File: config.mk
export PLATFORM = sky130hd
export DESIGN_NAME = fat16_directory_entry_search_flat
export DESIGN_NICKNAME = d
export VERILOG_FILES = /design/src/rtl/fdes_pkg.sv /design/src/rtl/fdes_if.sv /design/src/rtl/fat16_directory_entry_search.sv /design/src/flat_wrapper.sv
export SDC_FILE = /design/constraint.sdc
export NUM_CORES = 1
export LEC_CHECK = 0
export BUFFER_PORTS_ARGS = -buffer_cell sky130_fd_sc_hd__buf_2
export CAP_MARGIN = 20
export CORE_ASPECT_RATIO = 1.4
export CORE_MARGIN = 10
export CORE_UTILIZATION = 28
export CTS_CLUSTER_DIAMETER = 200
export CTS_CLUSTER_SIZE = 12
export DETAILED_ROUTE_END_ITERATION = 7
export PLACE_DENSITY = 0.52
export SLEW_MARGIN = 10
export SYNTH_ARGS = -nofsm -noshare
export SYNTH_HDL_FRONTEND = slang
export SYNTH_SLANG_ARGS = --single-unit
File: constraint.sdc
create_clock -name clk -period 9.9 [get_ports clk]
set_clock_uncertainty 0.2 [all_clocks]
set_input_delay 0 -clock clk [delete_from_list [all_inputs] [get_ports clk]]
set_output_delay 0 -clock clk [all_outputs]
set_load 0.03 [all_outputs]
File: src/rtl/fdes_pkg.sv
// ----------------------------------------------------------------------------
// fdes_pkg
// Shared types and constants for the FAT16 root directory entry search.
// ----------------------------------------------------------------------------
package fdes_pkg;

	localparam int unsigned ByteW       = 8;
	localparam int unsigned PosW        = 5;
	localparam int unsigned CountW      = 16;
	localparam int unsigned BaseNameW   = 64;
	localparam int unsigned ExtW        = 24;
	localparam int unsigned CfgDataW    = 64;
	localparam int unsigned CfgIndexW   = 2;

	localparam logic [ByteW-1:0]  DeletedMark  = 8'hE5;
	localparam logic [ByteW-1:0]  EndMark      = 8'h00;
	localparam logic [ByteW-1:0]  AttrSkipMask = 8'h12;

	localparam logic [PosW-1:0] NameBytes     = 5'd11;
	localparam logic [PosW-1:0] AttrOffset    = 5'd11;
	localparam logic [PosW-1:0] TimeOffset    = 5'd22;
	localparam logic [PosW-1:0] DateOffset    = 5'd24;
	localparam logic [PosW-1:0] ClusterOffset = 5'd26;
	localparam logic [PosW-1:0] SizeOffset    = 5'd28;
	localparam logic [PosW-1:0] LastByte      = 5'd31;

	localparam logic [CountW-1:0] CountMax       = 16'hFFFF;
	localparam logic [CountW-1:0] EntryLimitInit = 16'd512;

	typedef enum logic [1:0] {
		STATUS_FOUND     = 2'd0,
		STATUS_END_MARK  = 2'd1,
		STATUS_LIMIT_HIT = 2'd2
	} status_t;

	typedef enum logic [CfgIndexW-1:0] {
		REG_BASE_NAME   = 2'd0,
		REG_EXTENSION   = 2'd1,
		REG_ENTRY_LIMIT = 2'd2
	} cfg_reg_t;

endpackage

File: src/rtl/fdes_if.sv
// ----------------------------------------------------------------------------
// fdes_if
// Valid/ready channels: directory bytes in, search results out.
// ----------------------------------------------------------------------------
interface fdes_in_if;
	logic       valid;
	logic       ready;
	logic [7:0] dir_byte;
	logic       start_search;

	modport source (output valid, output dir_byte, output start_search, input ready);
	modport sink   (input valid, input dir_byte, input start_search, output ready);
endinterface

interface fdes_out_if;
	logic                 valid;
	logic                 ready;
	fdes_pkg::status_t    status;
	logic [15:0]          entry_index;
	logic [15:0]          mod_time;
	logic [15:0]          mod_date;
	logic [31:0]          file_length;
	logic [15:0]          first_cluster;

	modport source (output valid, output status, output entry_index, output mod_time,
		output mod_date, output file_length, output first_cluster, input ready);
	modport sink   (input valid, input status, input entry_index, input mod_time,
		input mod_date, input file_length, input first_cluster, output ready);
endinterface

File: src/rtl/fat16_directory_entry_search.sv
// ----------------------------------------------------------------------------
// fat16_directory_entry_search
// Scans a byte stream of 32-byte root directory entries for an 8.3 name.
// ----------------------------------------------------------------------------
//  channel   dir   payload                                        handshake
//  in_ch     in    dir_byte, start_search                          valid/ready
//  out_ch    out   status, entry_index, mod_time, mod_date,        valid/ready
//                  file_length, first_cluster
//  cfg       in    cfg_wr_en, cfg_index, cfg_data                  write only
//
//  one byte per cycle while the result register is free; a byte is registered,
//  then evaluated combinationally against the entry state into the result register
//  arst_n clears the stage, result valid and search state (idle until start)
//  a held result stalls the input register and the search state; at most one more
//  byte is taken while the result waits
module fat16_directory_entry_search (
	input  logic                                 clk,
	input  logic                                 arst_n,
	fdes_in_if.sink                              in_ch,
	fdes_out_if.source                           out_ch,
	input  logic                                 cfg_wr_en,
	input  logic [fdes_pkg::CfgIndexW-1:0]       cfg_index,
	input  logic [fdes_pkg::CfgDataW-1:0]        cfg_data
);

	// configuration
	logic [fdes_pkg::BaseNameW-1:0] base_name_q;
	logic [fdes_pkg::ExtW-1:0]      ext_q;
	logic [fdes_pkg::CountW-1:0]    limit_q;

	// input stage
	logic                       valid_s1;
	logic [fdes_pkg::ByteW-1:0] byte_s1;
	logic                       start_s1;

	// search state
	logic [fdes_pkg::PosW-1:0]   pos_q;
	logic [fdes_pkg::CountW-1:0] count_q;
	logic                        match_q;
	logic                        skip_q;
	logic                        finished_q;
	logic [15:0]                 time_q;
	logic [15:0]                 date_q;
	logic [31:0]                 size_q;
	logic [15:0]                 cluster_q;

	// result register
	logic                        out_valid_q;
	fdes_pkg::status_t           status_q;
	logic [15:0]                 index_q;
	logic [15:0]                 otime_q;
	logic [15:0]                 odate_q;
	logic [31:0]                 olen_q;
	logic [15:0]                 ocluster_q;

	logic                        out_free;
	logic                        advance;

	// next state
	logic                        fin_c;
	logic [fdes_pkg::PosW-1:0]   pos_c;
	logic [fdes_pkg::CountW-1:0] count_c;
	logic                        match_c;
	logic                        skip_c;
	logic [fdes_pkg::PosW-1:0]   pos_n;
	logic [fdes_pkg::CountW-1:0] count_n;
	logic                        match_n;
	logic                        skip_n;
	logic                        finished_n;
	logic [127:0]                name_vec;
	logic [fdes_pkg::ByteW-1:0]  target_byte;
	logic                        emit;
	fdes_pkg::status_t           emit_status;
	logic [31:0]                 len_c;

	assign out_free    = !out_valid_q || out_ch.ready;
	assign advance     = valid_s1 && out_free;
	assign in_ch.ready = !valid_s1 || out_free;

	always_ff @(posedge clk or negedge arst_n) begin
		if (!arst_n) begin
			base_name_q <= '0;
			ext_q       <= '0;
			limit_q     <= fdes_pkg::EntryLimitInit;
		end else if (cfg_wr_en) begin
			unique case (cfg_index)
				fdes_pkg::REG_BASE_NAME:   base_name_q <= cfg_data;
				fdes_pkg::REG_EXTENSION:   ext_q       <= cfg_data[fdes_pkg::ExtW-1:0];
				fdes_pkg::REG_ENTRY_LIMIT: limit_q     <= cfg_data[fdes_pkg::CountW-1:0];
				default: ;
			endcase
		end
	end

	always_ff @(posedge clk or negedge arst_n) begin
		if (!arst_n) begin
			valid_s1 <= 1'b0;
		end else if (in_ch.ready) begin
			valid_s1 <= in_ch.valid;
		end
	end

	always_ff @(posedge clk) begin
		if (in_ch.ready && in_ch.valid) begin
			byte_s1  <= in_ch.dir_byte;
			start_s1 <= in_ch.start_search;
		end
	end

	// name bytes 0..10 as one vector, upper slots unused
	assign name_vec    = {40'd0, ext_q, base_name_q};
	assign target_byte = name_vec[pos_c[3:0]*8 +: 8];

	always_comb begin
		fin_c   = start_s1 ? 1'b0 : finished_q;
		pos_c   = start_s1 ? '0 : pos_q;
		count_c = start_s1 ? '0 : count_q;
		match_c = start_s1 ? 1'b1 : match_q;
		skip_c  = start_s1 ? 1'b0 : skip_q;

		pos_n       = pos_c;
		count_n     = count_c;
		match_n     = match_c;
		skip_n      = skip_c;
		finished_n  = fin_c;
		emit        = 1'b0;
		emit_status = fdes_pkg::STATUS_FOUND;
		len_c       = {byte_s1, size_q[23:0]};

		if (!fin_c) begin
			if (pos_c == '0 && byte_s1 == fdes_pkg::EndMark) begin
				emit        = 1'b1;
				emit_status = fdes_pkg::STATUS_END_MARK;
				finished_n  = 1'b1;
			end else begin
				if (pos_c == '0 && byte_s1 == fdes_pkg::DeletedMark)
					skip_n = 1'b1;
				if (pos_c == fdes_pkg::AttrOffset && (byte_s1 & fdes_pkg::AttrSkipMask) != '0)
					skip_n = 1'b1;
				if (pos_c < fdes_pkg::NameBytes && byte_s1 != target_byte)
					match_n = 1'b0;

				if (pos_c != fdes_pkg::LastByte) begin
					pos_n = pos_c + 1'b1;
				end else if (!skip_n && match_n) begin
					emit        = 1'b1;
					emit_status = fdes_pkg::STATUS_FOUND;
					finished_n  = 1'b1;
				end else begin
					// saturate so the count never wraps
					if (count_c != fdes_pkg::CountMax)
						count_n = count_c + 1'b1;
					pos_n   = '0;
					match_n = 1'b1;
					skip_n  = 1'b0;
					if (count_n >= limit_q) begin
						emit        = 1'b1;
						emit_status = fdes_pkg::STATUS_LIMIT_HIT;
						finished_n  = 1'b1;
					end
				end
			end
		end
	end

	always_ff @(posedge clk or negedge arst_n) begin
		if (!arst_n) begin
			pos_q      <= '0;
			count_q    <= '0;
			match_q    <= 1'b1;
			skip_q     <= 1'b0;
			finished_q <= 1'b1;
		end else if (advance) begin
			pos_q      <= pos_n;
			count_q    <= count_n;
			match_q    <= match_n;
			skip_q     <= skip_n;
			finished_q <= finished_n;
		end
	end

	// field capture; every field is rewritten before an entry can match
	always_ff @(posedge clk) begin
		if (advance && !fin_c) begin
			case (pos_c)
				fdes_pkg::TimeOffset:          time_q[7:0]     <= byte_s1;
				fdes_pkg::TimeOffset + 5'd1:   time_q[15:8]    <= byte_s1;
				fdes_pkg::DateOffset:          date_q[7:0]     <= byte_s1;
				fdes_pkg::DateOffset + 5'd1:   date_q[15:8]    <= byte_s1;
				fdes_pkg::ClusterOffset:       cluster_q[7:0]  <= byte_s1;
				fdes_pkg::ClusterOffset + 5'd1: cluster_q[15:8] <= byte_s1;
				fdes_pkg::SizeOffset:          size_q[7:0]     <= byte_s1;
				fdes_pkg::SizeOffset + 5'd1:   size_q[15:8]    <= byte_s1;
				fdes_pkg::SizeOffset + 5'd2:   size_q[23:16]   <= byte_s1;
				fdes_pkg::SizeOffset + 5'd3:   size_q[31:24]   <= byte_s1;
				default: ;
			endcase
		end
	end

	always_ff @(posedge clk or negedge arst_n) begin
		if (!arst_n) begin
			out_valid_q <= 1'b0;
		end else if (out_free) begin
			out_valid_q <= advance && emit;
		end
	end

	always_ff @(posedge clk) begin
		if (advance && emit) begin
			status_q <= emit_status;
			if (emit_status == fdes_pkg::STATUS_FOUND) begin
				index_q    <= count_c;
				otime_q    <= time_q;
				odate_q    <= date_q;
				olen_q     <= len_c;
				ocluster_q <= cluster_q;
			end else begin
				index_q    <= '0;
				otime_q    <= '0;
				odate_q    <= '0;
				olen_q     <= '0;
				ocluster_q <= '0;
			end
		end
	end

	assign out_ch.valid         = out_valid_q;
	assign out_ch.status        = status_q;
	assign out_ch.entry_index   = index_q;
	assign out_ch.mod_time      = otime_q;
	assign out_ch.mod_date      = odate_q;
	assign out_ch.file_length   = olen_q;
	assign out_ch.first_cluster = ocluster_q;

endmodule

File: src/flat_wrapper.sv
// flat-port wrapper written by rule: the top's interface ports become plain ports
module fat16_directory_entry_search_flat 
  (clk, arst_n, cfg_wr_en, cfg_index, cfg_data, in_ch_valid, in_ch_dir_byte, in_ch_start_search, in_ch_ready, out_ch_valid, out_ch_status, out_ch_entry_index, out_ch_mod_time, out_ch_mod_date, out_ch_file_length, out_ch_first_cluster, out_ch_ready);
  fdes_in_if in_ch_i ();
  fdes_out_if out_ch_i ();
  input  logic clk;
  input  logic arst_n;
  input  logic cfg_wr_en;
  input  logic [fdes_pkg::CfgIndexW-1:0] cfg_index;
  input  logic [fdes_pkg::CfgDataW-1:0] cfg_data;
  input wire logic [$bits(in_ch_i.valid)-1:0] in_ch_valid;
  input wire logic [$bits(in_ch_i.dir_byte)-1:0] in_ch_dir_byte;
  input wire logic [$bits(in_ch_i.start_search)-1:0] in_ch_start_search;
  output wire logic [$bits(in_ch_i.ready)-1:0] in_ch_ready;
  output wire logic [$bits(out_ch_i.valid)-1:0] out_ch_valid;
  output wire logic [$bits(out_ch_i.status)-1:0] out_ch_status;
  output wire logic [$bits(out_ch_i.entry_index)-1:0] out_ch_entry_index;
  output wire logic [$bits(out_ch_i.mod_time)-1:0] out_ch_mod_time;
  output wire logic [$bits(out_ch_i.mod_date)-1:0] out_ch_mod_date;
  output wire logic [$bits(out_ch_i.file_length)-1:0] out_ch_file_length;
  output wire logic [$bits(out_ch_i.first_cluster)-1:0] out_ch_first_cluster;
  input wire logic [$bits(out_ch_i.ready)-1:0] out_ch_ready;
  assign in_ch_i.valid = in_ch_valid;
  assign in_ch_i.dir_byte = in_ch_dir_byte;
  assign in_ch_i.start_search = in_ch_start_search;
  assign in_ch_ready = in_ch_i.ready;
  assign out_ch_valid = out_ch_i.valid;
  assign out_ch_status = out_ch_i.status;
  assign out_ch_entry_index = out_ch_i.entry_index;
  assign out_ch_mod_time = out_ch_i.mod_time;
  assign out_ch_mod_date = out_ch_i.mod_date;
  assign out_ch_file_length = out_ch_i.file_length;
  assign out_ch_first_cluster = out_ch_i.first_cluster;
  assign out_ch_i.ready = out_ch_ready;
  fat16_directory_entry_search u_core (.clk(clk), .arst_n(arst_n), .in_ch(in_ch_i), .out_ch(out_ch_i), .cfg_wr_en(cfg_wr_en), .cfg_index(cfg_index), .cfg_data(cfg_data));
endmodule
==> results.py <==
metrics = {
    "cts": {
        "cts_tree": "built",
        "worst_setup_hold_path_clk_slew_ps": 70,
        "worst_skew_pair.late_latency_ps": 580,
        "clock_sinks": 309,
        "cts-root-to-sink-buffers": 3,
        "cts_max_level": 1,
        "tritoncts.num_buffers": 29,
        "cts_root_buf": "sky130_fd_sc_hd__clkbuf_16",
        "ctsResizeCount": 0,
        "cts_setup_buffers": 0,
    },
    "critical_path": {
        "crit-reg2reg-capture": "u_core.out_ch.entry_index[10]",
        "timing.critical_path.from_type": "register",
        "setup.worst_path.start": "u_core.start_s1",
        "critical_path.max_fanout": 51,
        "timing.setup.critical_path_class": "reg -> reg",
        "worstSetupEndpointType": "register",
        "critical_path.reg2reg.startpoint": "u_core.start_s1",
        "crit_end": "u_core.out_ch.entry_index[10]",
        "rrSetupSlack_ps": 3610,
        "timing.critical_path.arrival_ps": 6290,
        "critPathRequiredTime_ps": 9900,
        "rr_worst_depth": 20,
    },
    "timing": {
        "min_period_over_period": 0.635,
        "max_clock_freq_mhz": 159,
        "period_needed_ps": 6290,
        "fin_setup_tns_ps": 0,
        "slew-limit-headroom": 0.316,
        "final_max_slew_viol_count": 0,
        "setup_slack_ps": 3610,
        "timing.final.hold_violations": 0,
        "worstMarginPinSlew_ps": 1020,
        "unrepaired_setup_endpoints_after_global_routing": "false",
        "report.final.setup_viol": 0,
    },
    "global_routing": {
        "grt_antenna_before_repair": 0,
        "vias_in_the_first_global_route": 9221,
        "grt_start_max_net_pins": 79,
        "grt_first_pass_wirelength_mm": 57.0,
        "grt.total_usage": 0.128,
        "grt_overflow_total": 0,
    },
    "floorplanning": {
        "boundaryPins": 180,
        "die_area_mm2": 0.0575,
        "vertical_extent_of_the_die_um": 280,
        "die_width_um": 206,
        "floorplan.initialDensity": 0.282,
        "design.core.area_mm2": 0.0479,
        "core.rowCount": 95,
    },
    "yosys": {
        "synth.distinct_cells": 77,
        "synthArstFlopShare": 0.421,
        "yosys-top-cells-area": "sky130_fd_sc_hd__edfxtp_1, sky130_fd_sc_hd__dfrtp_1, sky130_fd_sc_hd__mux2_2",
        "synth_largest_type_area_fraction": 0.398,
        "postSynthRegisterBits": 309,
        "yosys_warnings": 0,
        "synth_cells": 947,
        "number_of_enable_flip_flop_cells_after_synthesis": 179,
        "yosysTopAreaCell": "sky130_fd_sc_hd__edfxtp_1",
        "proportion_of_synthesized_chip_area_in_sequential_cells": 0.639,
        "synthFlopType": "sky130_fd_sc_hd__edfxtp_1",
        "synth.net_count": 1049,
        "postSynthAreaPerCell_um2": 14.3,
        "synth.cell_area_mm2": 0.0135,
    },
    "drt": {
        "route.detailed.drc": 0,
        "vias_per_cell": 4.60,
        "drtIter0Drc": 343,
        "vias": 8749,
        "finalWirelength_mm": 37.3,
        "routedWlPerCell_um": 19.6,
        "ant_nets": 0,
        "detail_route.first_pass.iterations": 4,
    },
    "power": {
        "total_leakage_power_nw": 6.80,
        "ir_drop_mv": 0.144,
        "power.density_mw_per_mm2": 167,
        "design_power_total_mw": 2.89,
    },
    "job": {
        "timing.max_cap.violations": 0,
    },
    "layout": {
        "antenna_cells_inserted": 0,
        "post_route_cells_drive_above_1_share": 0.288,
        "areaGrowthSynthToFinish_pct": 27.9,
        "finalNetCount": 1349,
        "finish.instance_area_mm2": 0.0173,
        "layoutNonFillerInstCount": 1900,
    },
    "place": {
        "dp_hpwl_mm": 25.7,
        "placement.setup.worst_slack_ps": 3660,
        "postPlaceCellArea_mm2": 0.0151,
        "placed_cells": 1711,
        "io_buffer_count": 179,
        "place.gp.congestion": 0.827,
    },
    "worst_hold_path": {
        "min_path_type": "in -> reg",
        "hold-path-cell-count": 3,
    },
    "status": {
        "run_status": "completed",
    },
}
-- metal layers --
| metal | share of wire | global-route usage | vias to the layer above |
|---|---|---|---|
| met5 | 0 | 0 | - |
| met4 | 0.030 | 0.0459 | 0 |
| met3 | 0.041 | 0.0172 | 56 |
| met2 | 0.54 | 0.235 | 202 |
| met1 | 0.39 | 0.147 | 4335 |
| li1 | - | - | 4156 |
-- worst min-delay path by stage --
stage                       startpoint                     end  slack [ps]
after floorplan                 arst_n   u_core.base_name_q[0]        -500
after global placement          arst_n       u_core.count_q[1]         -60
after detailed placement        arst_n       u_core.count_q[4]         -60
after CTS                 cfg_data[45]  u_core.base_name_q[45]           1
after global routing      cfg_data[26]  u_core.base_name_q[26]          30
final                     cfg_data[26]  u_core.base_name_q[26]          30
-- kinds of logic after synthesis --
group / synth area share
AOI/OAI and AO/OA: 0.0653
xor gates and xnor gates: 0.00908
and+or+nand+nor: 0.119
DFF: 0.639
adders and majority gates: 0.0204
muxes: 0.117
buffers and inverters: 0.0297
-- power breakdown --
group          switching (mW)  internal [mW]
clock network           0.475          0.553
registers              0.0639           1.45
logic                   0.159          0.190
-- synth_stat cells, types with 4 or more instances --
library cell and count:
sky130_fd_sc_hd__nand3b_1 6, sky130_fd_sc_hd__clkbuf_2 6, sky130_fd_sc_hd__mux4_2 7, sky130_fd_sc_hd__nand2_1 27, sky130_fd_sc_hd__xnor2_1 8, sky130_fd_sc_hd__and4b_1 4, sky130_fd_sc_hd__xor2_1 6, sky130_fd_sc_hd__dfrtp_1 127
sky130_fd_sc_hd__a21o_1 9, sky130_fd_sc_hd__inv_1 26, sky130_fd_sc_hd__nor3_1 10, sky130_fd_sc_hd__edfxtp_1 179, sky130_fd_sc_hd__ha_1 22, sky130_fd_sc_hd__o22ai_1 4, sky130_fd_sc_hd__buf_6 7, sky130_fd_sc_hd__a211oi_1 6
sky130_fd_sc_hd__nor2b_1 18, sky130_fd_sc_hd__nor3b_1 5, sky130_fd_sc_hd__a31oi_1 8, sky130_fd_sc_hd__buf_2 11, sky130_fd_sc_hd__clkbuf_1 30, sky130_fd_sc_hd__and3_1 87, sky130_fd_sc_hd__nand2b_1 13, sky130_fd_sc_hd__o21ai_0 7
sky130_fd_sc_hd__mux2i_1 21, sky130_fd_sc_hd__mux2_2 108, sky130_fd_sc_hd__a21oi_1 19, sky130_fd_sc_hd__nand4_1 5, sky130_fd_sc_hd__and2_1 20, sky130_fd_sc_hd__o221ai_1 4, sky130_fd_sc_hd__o211ai_1 4, sky130_fd_sc_hd__a32o_1 13
sky130_fd_sc_hd__nand3_1 14, sky130_fd_sc_hd__nor2_1 36
-- flip-flops by register name, indices dropped and copies added, names as in the netlist, 2 cells and up --
name,flops
u_core.cluster_q,16
u_core.date_q,16
u_core.size_q,24
u_core.ext_q,24
u_core.base_name_q,64
u_core.pos_q,5
u_core.time_q,16
u_core.out_ch.status,2
u_core.out_ch.entry_index,16
u_core.out_ch.mod_time,16
u_core.limit_q,16
u_core.byte_s1,8
u_core.out_ch.file_length,32
u_core.out_ch.mod_date,16
u_core.count_q,16
u_core.out_ch.first_cluster,16
-- cell type report --
cell class	instances	area (µm²)
Clock buffer	52	812
Timing Repair Buffer	326	2410
Tap cell	630	788
Clock inverter	2	25.0
Inverter	27	101
Fill cell	4654	30600
Multi-Input combinational cell	554	4500
Sequential cell	309	8630
-- critical path, stage by stage, from the launching register on --
cell                       delay, ps
sky130_fd_sc_hd__edfxtp_1        580
sky130_fd_sc_hd__buf_4           360
sky130_fd_sc_hd__nor2b_1         400
sky130_fd_sc_hd__ha_1            280
sky130_fd_sc_hd__nand3_1         130
sky130_fd_sc_hd__nor4_2          450
sky130_fd_sc_hd__nor2_1          180
sky130_fd_sc_hd__and2_1          210
sky130_fd_sc_hd__and4_1          230
sky130_fd_sc_hd__xnor2_1         140
sky130_fd_sc_hd__ha_1            300
sky130_fd_sc_hd__a21o_1          120
sky130_fd_sc_hd__a21o_1          110
sky130_fd_sc_hd__a21oi_1          70
sky130_fd_sc_hd__a21oi_1         140
sky130_fd_sc_hd__nor2_1           60
sky130_fd_sc_hd__a21oi_1         260
sky130_fd_sc_hd__a21boi_0        300
sky130_fd_sc_hd__o22ai_4         190
sky130_fd_sc_hd__buf_4           530
sky130_fd_sc_hd__buf_4           600
-- metrics by stage --
step | hold slack, ps | utilization
2_1_floorplan | -496 | -
3_3_place_gp | -61.4 | 0.313
3_5_place_dp | -56.4 | 0.314
4_1_cts | 1.17 | 0.361
5_1_grt | 29.5 | 0.361
6_report | 31.2 | 0.361
-- cell usage in the layout, fill, tap and decap left out, types with 5 or more instances in the layout --
cell                              n
sky130_fd_sc_hd__buf_4            9
sky130_fd_sc_hd__xor2_1           6
sky130_fd_sc_hd__nand3_1         14
sky130_fd_sc_hd__buf_2          178
sky130_fd_sc_hd__nor3_1          10
sky130_fd_sc_hd__inv_1           26
sky130_fd_sc_hd__a31oi_1          8
sky130_fd_sc_hd__dlygate4sd3_1  134
sky130_fd_sc_hd__mux2_2         108
sky130_fd_sc_hd__a21oi_1         19
sky130_fd_sc_hd__xnor2_1          8
sky130_fd_sc_hd__o21ai_0          7
sky130_fd_sc_hd__nor2b_1         18
sky130_fd_sc_hd__ha_1            22
sky130_fd_sc_hd__nand4_1          5
sky130_fd_sc_hd__clkbuf_16       29
sky130_fd_sc_hd__a211oi_1         5
sky130_fd_sc_hd__a21o_1           9
sky130_fd_sc_hd__and2_1          20
sky130_fd_sc_hd__mux4_2           7
sky130_fd_sc_hd__nor2_1          36
sky130_fd_sc_hd__edfxtp_1       179
sky130_fd_sc_hd__a32o_1          13
sky130_fd_sc_hd__dfrtp_1        126
sky130_fd_sc_hd__nand2b_1        13
sky130_fd_sc_hd__and3_1          87
sky130_fd_sc_hd__mux2i_1         21
sky130_fd_sc_hd__clkbuf_1        23
sky130_fd_sc_hd__nand3b_1         6
sky130_fd_sc_hd__nand2_1         26
-- repair_timing --
action | in CTS | in global routing
hold endpoints to repair | 212 | 0
endpoints found under the setup margin | 0 | 0
hold buffers | 135 | 0
No activity file was read; power rests on OpenSTA's default activity.
